[src/design/steering_pd_from_three_sensors_assert.svh]
// assertion macros for the steering pd block
// no dependencies; included by the top level
`ifndef STEERING_PD_FROM_THREE_SENSORS_ASSERT_SVH
`define STEERING_PD_FROM_THREE_SENSORS_ASSERT_SVH

// condition must hold in the same cycle as the trigger
`define SPD_ASSERT_SAME(label, clk, rst, trig, cond) \
   label: assert property (@(posedge clk) disable iff (rst) (trig) |-> (cond)) \
      else $error("spd assertion failed");

// condition must hold in the cycle after the trigger
`define SPD_ASSERT_NEXT(label, clk, rst, trig, cond) \
   label: assert property (@(posedge clk) disable iff (rst) (trig) |=> (cond)) \
      else $error("spd assertion failed");

`endif

[src/design/spd_pkg.sv]
// shared types and constants of the steering pd block
// no dependencies; used by every other file but the assertion header
package spd_pkg;

   localparam int SAMPLE_W    = 13;
   localparam int ERR_W       = 15;
   localparam int DIFF_W      = ERR_W + 1;
   localparam int GAIN_W      = 8;
   localparam int DUTY_W      = 13;
   localparam int LOST_W      = 2;
   localparam int CSR_INDEX_W = 8;
   localparam int CSR_DATA_W  = 13;
   localparam int QUOT_W      = 20;

   localparam int QUEUE_DEPTH_DEFAULT = 2;

   // lost test margin and forced error bias
   localparam logic [SAMPLE_W:0]      LOST_MARGIN = 14'd20;
   localparam logic signed [ERR_W-1:0] LOST_BIAS  = 15'sd50;

   // drive limit and servo center
   localparam logic [QUOT_W-1:0] DRIVE_LIMIT = 20'd800;
   localparam logic [DUTY_W-1:0] DUTY_CENTER = 13'd6000;

   // divide by 20 = shift by 2, then multiply by a rounded-up 1/5
   localparam int RECIP_SHIFT = 24;
   localparam logic [21:0] DIV5_RECIP = 22'(((2 ** RECIP_SHIFT) + 4) / 5);

   localparam logic [GAIN_W-1:0] GAIN_P_RESET = 8'd30;
   localparam logic [GAIN_W-1:0] GAIN_D_RESET = 8'd20;

   typedef enum logic [LOST_W-1:0] {
      LOST_NONE  = 2'd0,
      LOST_RIGHT = 2'd1,
      LOST_LEFT  = 2'd2
   } lost_type;

   typedef enum logic [CSR_INDEX_W-1:0] {
      REG_SIDE_OFFSET     = 8'd0,
      REG_OFFSET_ON_RIGHT = 8'd1,
      REG_OUTER_LOW       = 8'd2,
      REG_OUTER_HIGH      = 8'd3,
      REG_CENTER_REF_R    = 8'd4,
      REG_CENTER_REF_L    = 8'd5,
      REG_GAIN_P          = 8'd6,
      REG_GAIN_D          = 8'd7
   } csr_reg_type;

   typedef struct packed {
      logic [SAMPLE_W-1:0] side_offset;
      logic                offset_on_right;
      logic [SAMPLE_W-1:0] outer_low;
      logic [SAMPLE_W-1:0] outer_high;
      logic [SAMPLE_W-1:0] center_ref_right_lost;
      logic [SAMPLE_W-1:0] center_ref_left_lost;
      logic [GAIN_W-1:0]   gain_p;
      logic [GAIN_W-1:0]   gain_d;
   } cfg_type;

   typedef struct packed {
      logic signed [ERR_W-1:0] steer_error;
      lost_type                line_lost;
   } front_item_type;

endpackage

[src/design/spd_if.sv]
// channel interfaces of the steering pd block: request, response, csr
// depends on spd_pkg
interface spd_req_if import spd_pkg::*; ();
   logic                valid;
   logic                ready;
   logic [SAMPLE_W-1:0] right_sample;
   logic [SAMPLE_W-1:0] left_sample;
   logic [SAMPLE_W-1:0] center_sample;

   modport source (output valid, right_sample, left_sample, center_sample, input ready);
   modport sink (input valid, right_sample, left_sample, center_sample, output ready);
endinterface

interface spd_rsp_if import spd_pkg::*; ();
   logic                    valid;
   logic                    ready;
   logic [DUTY_W-1:0]       servo_duty;
   logic signed [ERR_W-1:0] steer_error;
   logic [LOST_W-1:0]       line_lost;
   logic                    clamped;

   modport source (output valid, servo_duty, steer_error, line_lost, clamped, input ready);
   modport sink (input valid, servo_duty, steer_error, line_lost, clamped, output ready);
endinterface

interface spd_csr_if import spd_pkg::*; ();
   logic                   valid;
   logic                   ready;
   logic [CSR_INDEX_W-1:0] index;
   logic [CSR_DATA_W-1:0]  data;

   modport source (output valid, index, data, input ready);
   modport sink (input valid, index, data, output ready);
endinterface

[src/design/steering_pd_from_three_sensors.sv]
// top level of the steering pd block: csr registers, front, queue, back
// depends on spd_pkg, spd_if, spd_front, spd_queue, spd_back and the assertion header
`include "steering_pd_from_three_sensors_assert.svh"

// Steering PD controller on three line sensors. One sample beat (right, left,
// center) gives one response beat (servo duty, error, lost code, clamp flag).
// The block takes one beat per cycle when the response side keeps up. The front end
// classifies a beat in the cycle of acceptance and it is written into a short queue;
// then the back end spends four register stages on the gain products, the divide by
// 20, and the clamp, the first of them loading from the queue.
// The derivative term uses the error of the previous beat, carried in one
// register of the back end. The queue (QUEUE_DEPTH beats) lets the input keep
// flowing while the response side stalls, until it fills. Csr writes are
// always accepted and should only be made while no beat is in flight.
module steering_pd_from_three_sensors import spd_pkg::*; #(
   parameter int QUEUE_DEPTH = QUEUE_DEPTH_DEFAULT
) (
   input  logic       clock,
   input  logic       reset,
   spd_req_if.sink    req_ch,
   spd_rsp_if.source  rsp_ch,
   spd_csr_if.sink    csr_ch
);

   localparam logic [DUTY_W-1:0] DUTY_LOW  = DUTY_CENTER - DRIVE_LIMIT[DUTY_W-1:0];
   localparam logic [DUTY_W-1:0] DUTY_HIGH = DUTY_CENTER + DRIVE_LIMIT[DUTY_W-1:0];

   cfg_type        cfg_ff;
   logic           push_valid;
   logic           push_ready;
   front_item_type push_item;
   logic           pop_valid;
   logic           pop_ready;
   front_item_type pop_item;
   logic           duty_in_window;
   logic           duty_at_limit;

   assign csr_ch.ready = 1'b1;

   // csr register file, unknown indexes ignored
   always_ff @(posedge clock) begin
      if (reset) begin
         cfg_ff.side_offset           <= '0;
         cfg_ff.offset_on_right       <= 1'b0;
         cfg_ff.outer_low             <= '0;
         cfg_ff.outer_high            <= '0;
         cfg_ff.center_ref_right_lost <= '0;
         cfg_ff.center_ref_left_lost  <= '0;
         cfg_ff.gain_p                <= GAIN_P_RESET;
         cfg_ff.gain_d                <= GAIN_D_RESET;
      end else if (csr_ch.valid) begin
         case (csr_ch.index)
            REG_SIDE_OFFSET: begin
               cfg_ff.side_offset <= csr_ch.data;
            end
            REG_OFFSET_ON_RIGHT: begin
               cfg_ff.offset_on_right <= csr_ch.data[0];
            end
            REG_OUTER_LOW: begin
               cfg_ff.outer_low <= csr_ch.data;
            end
            REG_OUTER_HIGH: begin
               cfg_ff.outer_high <= csr_ch.data;
            end
            REG_CENTER_REF_R: begin
               cfg_ff.center_ref_right_lost <= csr_ch.data;
            end
            REG_CENTER_REF_L: begin
               cfg_ff.center_ref_left_lost <= csr_ch.data;
            end
            REG_GAIN_P: begin
               cfg_ff.gain_p <= csr_ch.data[GAIN_W-1:0];
            end
            REG_GAIN_D: begin
               cfg_ff.gain_d <= csr_ch.data[GAIN_W-1:0];
            end
            default: begin
            end
         endcase
      end
   end

   spd_front u_front (
      .req        (req_ch),
      .cfg        (cfg_ff),
      .push_valid (push_valid),
      .push_ready (push_ready),
      .push_item  (push_item)
   );

   spd_queue #(
      .DEPTH (QUEUE_DEPTH)
   ) u_queue (
      .clock      (clock),
      .reset      (reset),
      .push_valid (push_valid),
      .push_ready (push_ready),
      .push_item  (push_item),
      .pop_valid  (pop_valid),
      .pop_ready  (pop_ready),
      .pop_item   (pop_item)
   );

   spd_back u_back (
      .clock     (clock),
      .reset     (reset),
      .cfg       (cfg_ff),
      .pop_valid (pop_valid),
      .pop_ready (pop_ready),
      .pop_item  (pop_item),
      .rsp       (rsp_ch)
   );

   // duty window checks
   assign duty_in_window = (rsp_ch.servo_duty >= DUTY_LOW) && (rsp_ch.servo_duty <= DUTY_HIGH);
   assign duty_at_limit  = (rsp_ch.servo_duty == DUTY_LOW) || (rsp_ch.servo_duty == DUTY_HIGH);

   // duty stays inside the clamp window
   `SPD_ASSERT_SAME(a_duty_window, clock, reset, rsp_ch.valid, duty_in_window)
   // a clamped beat sits on one of the two limits
   `SPD_ASSERT_SAME(a_clamp_at_limit, clock, reset, rsp_ch.valid && rsp_ch.clamped, duty_at_limit)
   // a stalled response beat is still there next cycle
   `SPD_ASSERT_NEXT(a_rsp_held, clock, reset, rsp_ch.valid && !rsp_ch.ready, rsp_ch.valid)
   // front never pushes into a full queue when the input is taken
   `SPD_ASSERT_SAME(a_push_room, clock, reset, req_ch.valid && req_ch.ready, push_ready)

endmodule

[src/design/spd_front.sv]
// front end: applies the side offset, runs the lost tests, forms the error
// depends on spd_pkg and spd_req_if
module spd_front import spd_pkg::*; (
   spd_req_if.sink         req,
   input  cfg_type         cfg,
   output logic            push_valid,
   input  logic            push_ready,
   output front_item_type  push_item
);

   logic [SAMPLE_W:0]       right_adj;
   logic [SAMPLE_W:0]       left_adj;
   logic signed [ERR_W-1:0] err_track;
   logic signed [ERR_W-1:0] err_right_lost;
   logic signed [ERR_W-1:0] err_left_lost;
   logic                    right_lost;
   logic                    left_lost;

   // offset goes to the side that read weaker at calibration
   always_comb begin
      right_adj = {1'b0, req.right_sample};
      left_adj  = {1'b0, req.left_sample};
      if (cfg.offset_on_right) begin
         right_adj = right_adj + {1'b0, cfg.side_offset};
      end else begin
         left_adj = left_adj + {1'b0, cfg.side_offset};
      end
      err_track = $signed({1'b0, left_adj}) - $signed({1'b0, right_adj});
   end

   // lost when center sits below its reference plus the margin
   assign right_lost = {1'b0, req.center_sample} < ({1'b0, cfg.center_ref_right_lost} + LOST_MARGIN);
   assign left_lost  = {1'b0, req.center_sample} < ({1'b0, cfg.center_ref_left_lost} + LOST_MARGIN);

   assign err_right_lost = $signed({2'b00, cfg.outer_low}) - $signed({2'b00, cfg.outer_high})
                           + LOST_BIAS;
   assign err_left_lost  = $signed({2'b00, cfg.outer_high}) - $signed({2'b00, cfg.outer_low})
                           - LOST_BIAS;

   // left lost is checked first and wins
   always_comb begin
      if (left_lost) begin
         push_item.steer_error = err_left_lost;
         push_item.line_lost   = LOST_LEFT;
      end else if (right_lost) begin
         push_item.steer_error = err_right_lost;
         push_item.line_lost   = LOST_RIGHT;
      end else begin
         push_item.steer_error = err_track;
         push_item.line_lost   = LOST_NONE;
      end
   end

   assign push_valid = req.valid;
   assign req.ready  = push_ready;

endmodule

[src/design/spd_queue.sv]
// short fifo between the front and back ends
// depends on spd_pkg
module spd_queue import spd_pkg::*; #(
   parameter int DEPTH = QUEUE_DEPTH_DEFAULT
) (
   input  logic           clock,
   input  logic           reset,
   input  logic           push_valid,
   output logic           push_ready,
   input  front_item_type push_item,
   output logic           pop_valid,
   input  logic           pop_ready,
   output front_item_type pop_item
);

   localparam int PTR_W = (DEPTH > 1) ? $clog2(DEPTH) : 1;
   localparam int CNT_W = $clog2(DEPTH + 1);
   localparam logic [PTR_W-1:0] PTR_LAST = PTR_W'(DEPTH - 1);
   localparam logic [CNT_W-1:0] CNT_FULL = CNT_W'(DEPTH);

   front_item_type   entry_ff [DEPTH];
   logic [PTR_W-1:0] wr_ptr_ff, wr_ptr_in;
   logic [PTR_W-1:0] rd_ptr_ff, rd_ptr_in;
   logic [CNT_W-1:0] count_ff, count_in;
   logic             push;
   logic             pop;

   assign push_ready = (count_ff != CNT_FULL);
   assign pop_valid  = (count_ff != '0);
   assign pop_item   = entry_ff[rd_ptr_ff];
   assign push       = push_valid && push_ready;
   assign pop        = pop_valid && pop_ready;

   // pointer wrap and fill count
   always_comb begin
      wr_ptr_in = wr_ptr_ff;
      rd_ptr_in = rd_ptr_ff;
      count_in  = count_ff;
      if (push) begin
         wr_ptr_in = (wr_ptr_ff == PTR_LAST) ? '0 : wr_ptr_ff + 1'b1;
      end
      if (pop) begin
         rd_ptr_in = (rd_ptr_ff == PTR_LAST) ? '0 : rd_ptr_ff + 1'b1;
      end
      if (push && !pop) begin
         count_in = count_ff + 1'b1;
      end else if (pop && !push) begin
         count_in = count_ff - 1'b1;
      end
   end

   always_ff @(posedge clock) begin
      if (reset) begin
         wr_ptr_ff <= '0;
         rd_ptr_ff <= '0;
         count_ff  <= '0;
      end else begin
         wr_ptr_ff <= wr_ptr_in;
         rd_ptr_ff <= rd_ptr_in;
         count_ff  <= count_in;
      end
   end

   // entry storage
   always_ff @(posedge clock) begin
      if (push) begin
         entry_ff[wr_ptr_ff] <= push_item;
      end
   end

endmodule

[src/design/spd_back.sv]
// back end: pd products, divide by 20, clamp and servo duty in four stages
// depends on spd_pkg and spd_rsp_if
module spd_back import spd_pkg::*; (
   input  logic           clock,
   input  logic           reset,
   input  cfg_type        cfg,
   input  logic           pop_valid,
   output logic           pop_ready,
   input  front_item_type pop_item,
   spd_rsp_if.source      rsp
);

   // stage valids and stall chain
   logic va_ff, vb_ff, vc_ff, vd_ff;
   logic ready_a, ready_b, ready_c, ready_d;

   // previous error, taken as each beat enters stage a
   logic signed [ERR_W-1:0] prev_ff;

   // stage a: products
   logic signed [DIFF_W-1:0]  diff;
   logic signed [23:0]        prod_p_in, prod_p_ff;
   logic signed [24:0]        prod_d_in, prod_d_ff;
   front_item_type            item_a_ff;

   // stage b: magnitude over 4
   logic signed [25:0]        sum;
   logic [25:0]               mag;
   logic [21:0]               quarter_ff;
   logic                      neg_b_ff;
   front_item_type            item_b_ff;

   // stage c: times 1/5
   logic [43:0]               scaled;
   logic [QUOT_W-1:0]         quot_ff;
   logic                      neg_c_ff;
   front_item_type            item_c_ff;

   // stage d: clamp and duty
   logic [QUOT_W-1:0]         quot_lim;
   logic                      clamp_in;
   logic [DUTY_W-1:0]         duty_in, duty_ff;
   logic                      clamp_ff;
   front_item_type            item_d_ff;

   assign ready_d   = !vd_ff || rsp.ready;
   assign ready_c   = !vc_ff || ready_d;
   assign ready_b   = !vb_ff || ready_c;
   assign ready_a   = !va_ff || ready_b;
   assign pop_ready = ready_a;

   always_comb begin
      diff      = $signed({pop_item.steer_error[ERR_W-1], pop_item.steer_error})
                  - $signed({prev_ff[ERR_W-1], prev_ff});
      prod_p_in = $signed({1'b0, cfg.gain_p}) * pop_item.steer_error;
      prod_d_in = $signed({1'b0, cfg.gain_d}) * diff;
   end

   always_comb begin
      sum = $signed({{2{prod_p_ff[23]}}, prod_p_ff}) + $signed({prod_d_ff[24], prod_d_ff});
      mag = sum[25] ? 26'(-sum) : 26'(sum);
   end

   assign scaled = quarter_ff * DIV5_RECIP;

   // magnitude limit, then sign back on around the center
   always_comb begin
      clamp_in = quot_ff > DRIVE_LIMIT;
      quot_lim = clamp_in ? DRIVE_LIMIT : quot_ff;
      duty_in  = neg_c_ff ? DUTY_CENTER - quot_lim[DUTY_W-1:0]
                          : DUTY_CENTER + quot_lim[DUTY_W-1:0];
   end

   // control registers
   always_ff @(posedge clock) begin
      if (reset) begin
         va_ff   <= 1'b0;
         vb_ff   <= 1'b0;
         vc_ff   <= 1'b0;
         vd_ff   <= 1'b0;
         prev_ff <= '0;
      end else begin
         if (ready_a) begin
            va_ff <= pop_valid;
         end
         if (ready_b) begin
            vb_ff <= va_ff;
         end
         if (ready_c) begin
            vc_ff <= vb_ff;
         end
         if (ready_d) begin
            vd_ff <= vc_ff;
         end
         if (pop_valid && ready_a) begin
            prev_ff <= pop_item.steer_error;
         end
      end
   end

   // payload registers
   always_ff @(posedge clock) begin
      if (ready_a) begin
         prod_p_ff <= prod_p_in;
         prod_d_ff <= prod_d_in;
         item_a_ff <= pop_item;
      end
      if (ready_b) begin
         quarter_ff <= mag[23:2];
         neg_b_ff   <= sum[25];
         item_b_ff  <= item_a_ff;
      end
      if (ready_c) begin
         quot_ff   <= scaled[RECIP_SHIFT +: QUOT_W];
         neg_c_ff  <= neg_b_ff;
         item_c_ff <= item_b_ff;
      end
      if (ready_d) begin
         duty_ff   <= duty_in;
         clamp_ff  <= clamp_in;
         item_d_ff <= item_c_ff;
      end
   end

   assign rsp.valid       = vd_ff;
   assign rsp.servo_duty  = duty_ff;
   assign rsp.steer_error = item_d_ff.steer_error;
   assign rsp.line_lost   = item_d_ff.line_lost;
   assign rsp.clamped     = clamp_ff;

endmodule

[src/flat_wrapper.sv]
// flat-port wrapper written by rule: the top's interface ports become plain ports
module steering_pd_from_three_sensors_flat import spd_pkg::*;
#(
   parameter int QUEUE_DEPTH = QUEUE_DEPTH_DEFAULT
)
  (clock, reset, req_ch_valid, req_ch_right_sample, req_ch_left_sample, req_ch_center_sample, req_ch_ready, rsp_ch_valid, rsp_ch_servo_duty, rsp_ch_steer_error, rsp_ch_line_lost, rsp_ch_clamped, rsp_ch_ready, csr_ch_valid, csr_ch_index, csr_ch_data, csr_ch_ready);
  spd_req_if req_ch_i ();
  spd_rsp_if rsp_ch_i ();
  spd_csr_if csr_ch_i ();
  input  logic clock;
  input  logic reset;
  input wire logic [$bits(req_ch_i.valid)-1:0] req_ch_valid;
  input wire logic [$bits(req_ch_i.right_sample)-1:0] req_ch_right_sample;
  input wire logic [$bits(req_ch_i.left_sample)-1:0] req_ch_left_sample;
  input wire logic [$bits(req_ch_i.center_sample)-1:0] req_ch_center_sample;
  output wire logic [$bits(req_ch_i.ready)-1:0] req_ch_ready;
  output wire logic [$bits(rsp_ch_i.valid)-1:0] rsp_ch_valid;
  output wire logic [$bits(rsp_ch_i.servo_duty)-1:0] rsp_ch_servo_duty;
  output wire logic [$bits(rsp_ch_i.steer_error)-1:0] rsp_ch_steer_error;
  output wire logic [$bits(rsp_ch_i.line_lost)-1:0] rsp_ch_line_lost;
  output wire logic [$bits(rsp_ch_i.clamped)-1:0] rsp_ch_clamped;
  input wire logic [$bits(rsp_ch_i.ready)-1:0] rsp_ch_ready;
  input wire logic [$bits(csr_ch_i.valid)-1:0] csr_ch_valid;
  input wire logic [$bits(csr_ch_i.index)-1:0] csr_ch_index;
  input wire logic [$bits(csr_ch_i.data)-1:0] csr_ch_data;
  output wire logic [$bits(csr_ch_i.ready)-1:0] csr_ch_ready;
  assign req_ch_i.valid = req_ch_valid;
  assign req_ch_i.right_sample = req_ch_right_sample;
  assign req_ch_i.left_sample = req_ch_left_sample;
  assign req_ch_i.center_sample = req_ch_center_sample;
  assign req_ch_ready = req_ch_i.ready;
  assign rsp_ch_valid = rsp_ch_i.valid;
  assign rsp_ch_servo_duty = rsp_ch_i.servo_duty;
  assign rsp_ch_steer_error = rsp_ch_i.steer_error;
  assign rsp_ch_line_lost = rsp_ch_i.line_lost;
  assign rsp_ch_clamped = rsp_ch_i.clamped;
  assign rsp_ch_i.ready = rsp_ch_ready;
  assign csr_ch_i.valid = csr_ch_valid;
  assign csr_ch_i.index = csr_ch_index;
  assign csr_ch_i.data = csr_ch_data;
  assign csr_ch_ready = csr_ch_i.ready;
  steering_pd_from_three_sensors #(.QUEUE_DEPTH(QUEUE_DEPTH)) u_core (.clock(clock), .reset(reset), .req_ch(req_ch_i), .rsp_ch(rsp_ch_i), .csr_ch(csr_ch_i));
endmodule
[config.mk]
export PLATFORM = sky130hd
export DESIGN_NAME = steering_pd_from_three_sensors_flat
export DESIGN_NICKNAME = d
export VERILOG_FILES = /design/src/design/spd_pkg.sv /design/src/design/spd_if.sv /design/src/design/steering_pd_from_three_sensors.sv /design/src/design/spd_front.sv /design/src/design/spd_queue.sv /design/src/design/spd_back.sv /design/src/flat_wrapper.sv
export VERILOG_INCLUDE_DIRS = /design/src /design/src/design
export SDC_FILE = /design/constraint.sdc
export NUM_CORES = 2
export LEC_CHECK = 0
export BUFFER_PORTS_ARGS = -buffer_cell sky130_fd_sc_hd__buf_2
export CAP_MARGIN = 20
export CORE_AREA = 2 2 256 258
export CTS_CLUSTER_SIZE = 24
export DETAILED_ROUTE_END_ITERATION = 10
export DIE_AREA = 0 0 258 260
export PLACE_DENSITY = 0.73
export SKIP_LAST_GASP = 1
export SYNTH_ARGS = -nofsm -noshare
export SYNTH_HDL_FRONTEND = slang
export SYNTH_SLANG_ARGS = --single-unit
[constraint.sdc]
create_clock -name clock -period 7.11 [get_ports clock]
set_clock_uncertainty 0.15 [all_clocks]
set_input_delay 1.422 -clock clock [delete_from_list [all_inputs] [get_ports clock]]
set_output_delay 1.422 -clock clock [all_outputs]
set_load 0.01 [all_outputs]
==> load_flow_metrics.sql <==
INSERT INTO impl_metrics (metric_group, metric, value, unit) VALUES
('route', 'drc', '0', ''),
('route', 'ant_nets', '0', ''),
('clocking', 'worst_setup_hold_path_clk_slew', '60', 'ps'),
('cells_and_area', 'final_util', '60.1', '%'),
('setup_path', 'crit_path_max_incr_delay', '560', 'ps'),
('route', 'via_count', '25600', ''),
('die', 'io-pin-count', '99', ''),
('setup_path', 'r2r_cells', '27', ''),
('setup_path', 'worstReg2RegEnd', 'u_core.u_back.prod_d_ff[24]$_DFFE_PN_', ''),
('route', 'drt_pass1_iterations', '5', ''),
('clocking', 'cts.sinks', '315', ''),
('flow_run', 'maxCapViolCount', '0', ''),
('setup_path', 'cp_data_arrival_time', '7140', 'ps'),
('synth', 'synth_async_sr_flop_share', '0', '%'),
('sta', 'min_period_over_period', '97.0', '%'),
('sta', 'slew_violations', '0', ''),
('setup_path', 'worst-path-stages', '27', ''),
('grt', 'grt_remaining_overflow', '0', ''),
('hold_path', 'cell_depth_of_the_worst_min_delay_path', '0', ''),
('setup_path', 'cp-start-kind', 'flip-flop', ''),
('placed_design', 'dp_cells', '4606', ''),
('sta', 'timing.max_slew.rel_slack', '35.1', '%'),
('synth', 'synthCells', '3662', ''),
('placed_design', 'io_buffer_count', '97', ''),
('setup_path', 'crit_buf_inv', '7', ''),
('route', 'detailedRoute.firstIterationViolations', '1441', ''),
('synth', 'synth-main-ff-cell', 'sky130_fd_sc_hd__edfxtp_1', ''),
('die', 'die_width', '258', 'um'),
('synth', 'netlist_top_cells_area', 'sky130_fd_sc_hd__fa_1 21%, sky130_fd_sc_hd__edfxtp_1 18%, sky130_fd_sc_hd__ha_1 16%', ''),
('cells_and_area', 'final.fill_count', '5365', ''),
('cells_and_area', 'mostFrequentLayoutCell', 'sky130_fd_sc_hd__inv_1', ''),
('grt', 'global_route_wire_length_before_repair', '132000', 'um'),
('grt', 'grt_antenna_before_repair', '0', ''),
('die', 'design.die.area', '0.0671', 'sq mm'),
('grt', 'grt_max_degree', '86', ''),
('clocking', 'tritoncts', 'built', ''),
('setup_path', 'timing.setup.critical_path_class', 'reg2reg', ''),
('die', 'core_area', '0.0641', 'sq mm'),
('clocking', 'cts_buffers', '36', ''),
('cells_and_area', 'area_growth_syn_to_layout', '10.2', '%'),
('die', 'chipHeight', '260', 'um'),
('sta', 'report.final.hold_viol_count', '0', ''),
('clocking', 'clk_path_buf_depth', '3', ''),
('setup_path', 'timing.reg2reg.setup_slack', '210', 'ps'),
('grt', 'grt_use_total', '24.4', '%'),
('cells_and_area', 'final-seq-area', '0.00840', 'sq mm'),
('sta', 'period_needed', '6900', 'ps'),
('hold_path', 'worst_hold_path_type', 'reg2reg', ''),
('sta', 'setup-violations-final', '0', ''),
('synth', 'yosysWarningCount', '0', ''),
('setup_path', 'setup.worst_path.end', 'u_core.u_back.prod_d_ff[24]$_DFFE_PN_', ''),
('grt', 'grt_pass1_vias', '26300', ''),
('synth', 'yosysTopAreaCell', 'sky130_fd_sc_hd__fa_1', ''),
('sta', 'tightest_pin_transition', '973', 'ps'),
('cells_and_area', 'nNetsFinal', '4681', ''),
('route', 'avg_wl_per_cell', '17.0', 'um'),
('setup_path', 'critPathRequiredTime', '7350', 'ps'),
('setup_path', 'path_delay_family', 'adder cells', ''),
('clocking', 'latest_clock_arrival_within_the_worst_skew_pair', '560', 'ps'),
('synth', 'yosys_register_bits', '315', ''),
('cells_and_area', 'post_route_cells_drive_above_1_share', '9.44', '%'),
('synth', 'synth.cell_area', '0.0350', 'sq mm'),
('die', 'rows', '93', ''),
('sta', 'grt_setup_unrepaired', 'yes', ''),
('clocking', 'cts.hold.buffers_added', '0', ''),
('cells_and_area', 'stdcell_count', '4690', ''),
('placed_design', 'hpwl_dp', '65200', 'um'),
('placed_design', 'place_congestion', '0.952', ''),
('synth', 'synth-edff-count', '209', ''),
('route', 'detail_route.wirelength', '79900', 'um'),
('status', 'outcome', 'complete, no violations', '');
worst min-delay path by stage:
stage	start	endpoint	slack [ps]
after floorplan	u_core.u_back.item_a_ff[0]$_DFFE_PN_	u_core.u_back.item_b_ff[0]$_DFFE_PP_	250
after global routing	u_core.u_back.item_b_ff[3]$_DFFE_PP_	u_core.u_back.item_c_ff[3]$_DFFE_PP_	270
after CTS	u_core.u_back.item_b_ff[2]$_DFFE_PP_	u_core.u_back.item_c_ff[2]$_DFFE_PP_	270
final	u_core.u_back.item_b_ff[5]$_DFFE_PP_	u_core.u_back.item_c_ff[5]$_DFFE_PP_	270
after detailed placement	u_core.u_back.item_b_ff[2]$_DFFE_PP_	u_core.u_back.item_c_ff[2]$_DFFE_PP_	250
after global placement	u_core.u_back.item_b_ff[5]$_DFFE_PP_	u_core.u_back.item_c_ff[5]$_DFFE_PP_	250
layer usage:
metal	vias up	track usage, %	share of wire (%)
met5	-	0	0
met4	0	9.62	3.8
met3	149	2.54	3.9
met2	556	44.1	51
met1	12500	30.0	41
li1	12500	-	-
Yosys cell counts, types with 5 or more instances:
library cell / instances
sky130_fd_sc_hd__mux2_2: 20
sky130_fd_sc_hd__a21boi_0: 10
sky130_fd_sc_hd__nand2_1: 303
sky130_fd_sc_hd__o31ai_1: 14
sky130_fd_sc_hd__a31o_2: 5
sky130_fd_sc_hd__o21ai_0: 100
sky130_fd_sc_hd__nor2b_1: 46
sky130_fd_sc_hd__nand3_1: 56
sky130_fd_sc_hd__a31oi_1: 17
sky130_fd_sc_hd__o21a_1: 24
sky130_fd_sc_hd__ha_1: 446
sky130_fd_sc_hd__inv_1: 678
sky130_fd_sc_hd__o2111ai_1: 7
sky130_fd_sc_hd__and3_1: 27
sky130_fd_sc_hd__or3_1: 23
sky130_fd_sc_hd__nor2_1: 184
sky130_fd_sc_hd__nand4_1: 18
sky130_fd_sc_hd__a21o_1: 52
sky130_fd_sc_hd__nand3b_1: 6
sky130_fd_sc_hd__a21oi_1: 173
sky130_fd_sc_hd__a211oi_1: 32
sky130_fd_sc_hd__o31a_1: 10
sky130_fd_sc_hd__dfxtp_1: 106
sky130_fd_sc_hd__buf_1: 10
sky130_fd_sc_hd__mux2i_1: 74
sky130_fd_sc_hd__nor4_1: 10
sky130_fd_sc_hd__edfxtp_1: 209
sky130_fd_sc_hd__xnor2_1: 127
sky130_fd_sc_hd__nand2b_1: 22
sky130_fd_sc_hd__o21bai_1: 16
sky130_fd_sc_hd__xor2_1: 61
sky130_fd_sc_hd__o211a_1: 8
sky130_fd_sc_hd__or2_2: 7
sky130_fd_sc_hd__o211ai_1: 24
sky130_fd_sc_hd__buf_2: 5
sky130_fd_sc_hd__a211o_1: 12
sky130_fd_sc_hd__nor3b_1: 14
sky130_fd_sc_hd__and2_1: 118
sky130_fd_sc_hd__a2111oi_0: 9
sky130_fd_sc_hd__nor3_1: 57
sky130_fd_sc_hd__clkbuf_1: 76
sky130_fd_sc_hd__fa_1: 362
metrics by stage:
| step | worst slack [ps] | hold slack, ps |
|---|---|---|
| after CTS | 0.843 | 269 |
| after detailed placement | -194 | 255 |
| after global placement | 17.4 | 251 |
| after global routing | -105 | 273 |
| final | 211 | 267 |
| after floorplan | 3.21 | 250 |
repair_timing:
action                                  CTS  global route
buffers inserted                          0            18
resized for setup                         9            55
pin swaps                                 1            49
endpoints found under the setup margin    4            12
cell type report:
cell class,instances,share of cell area (%)
Antenna cell,1,0.00649
Clock buffer,46,2.50
Clock inverter,18,0.480
Inverter,681,6.63
Multi-Input combinational cell,2575,62.5
Sequential cell,315,21.8
Tap cell,855,2.78
Timing Repair Buffer,199,3.32
kinds of logic (layout without fill, tap and decap cells):
logic type / after synthesis / in the layout / share of synthesized area [%]
buffers and inverters: 773 / 944 / 8.32
xor gates and xnor gates: 188 / 188 / 4.71
muxes: 94 / 94 / 2.76
and+or+nand+nor: 911 / 911 / 12.7
adders and majority gates: 808 / 808 / 36.7
other: 1 / 3 / 0.0107
AOI/OAI and AO/OA: 572 / 572 / 10.8
DFF: 315 / 315 / 24.0
state kept, by name, indices dropped and copies added (netlist names), 2 cells and up, named ones only:
signal and cells:
u_core.cfg_ff 82, u_core.u_back.item_a_ff 17, u_core.u_back.item_b_ff 17, u_core.u_back.item_c_ff 17, u_core.u_back.prev_ff 15, u_core.u_back.prod_d_ff 25
u_core.u_back.prod_p_ff 24, u_core.u_back.quarter_ff 22, u_core.u_back.quot_ff 20, u_core.u_back.rsp.line_lost 2, u_core.u_back.rsp.servo_duty 13, u_core.u_back.rsp.steer_error 15
u_core.u_queue.count_ff 2, u_core.u_queue.entry_ff 34
worst register-to-register path, stage by stage (launching register included):
cell and delay [ps]:
sky130_fd_sc_hd__dfxtp_4 380, sky130_fd_sc_hd__buf_4 150, sky130_fd_sc_hd__buf_6 170, sky130_fd_sc_hd__mux2_2 390
sky130_fd_sc_hd__ha_1 330, sky130_fd_sc_hd__inv_1 110, sky130_fd_sc_hd__a21oi_2 50, sky130_fd_sc_hd__o21a_1 230
sky130_fd_sc_hd__o31a_1 370, sky130_fd_sc_hd__o31ai_4 290, sky130_fd_sc_hd__buf_6 150, sky130_fd_sc_hd__o211ai_1 110
sky130_fd_sc_hd__fa_1 560, sky130_fd_sc_hd__inv_1 50, sky130_fd_sc_hd__fa_1 470, sky130_fd_sc_hd__fa_1 560
sky130_fd_sc_hd__inv_1 50, sky130_fd_sc_hd__fa_1 470, sky130_fd_sc_hd__inv_1 70, sky130_fd_sc_hd__ha_4 170
sky130_fd_sc_hd__a21o_1 170, sky130_fd_sc_hd__a21oi_1 140, sky130_fd_sc_hd__nand2_1 70, sky130_fd_sc_hd__a41o_1 230
sky130_fd_sc_hd__a41oi_2 280, sky130_fd_sc_hd__a211oi_2 160, sky130_fd_sc_hd__o211a_1 250, sky130_fd_sc_hd__nor3_2 170
Power is not shown: default switching activity piles up to over one toggle a cycle in this logic, so the estimate is an artifact.
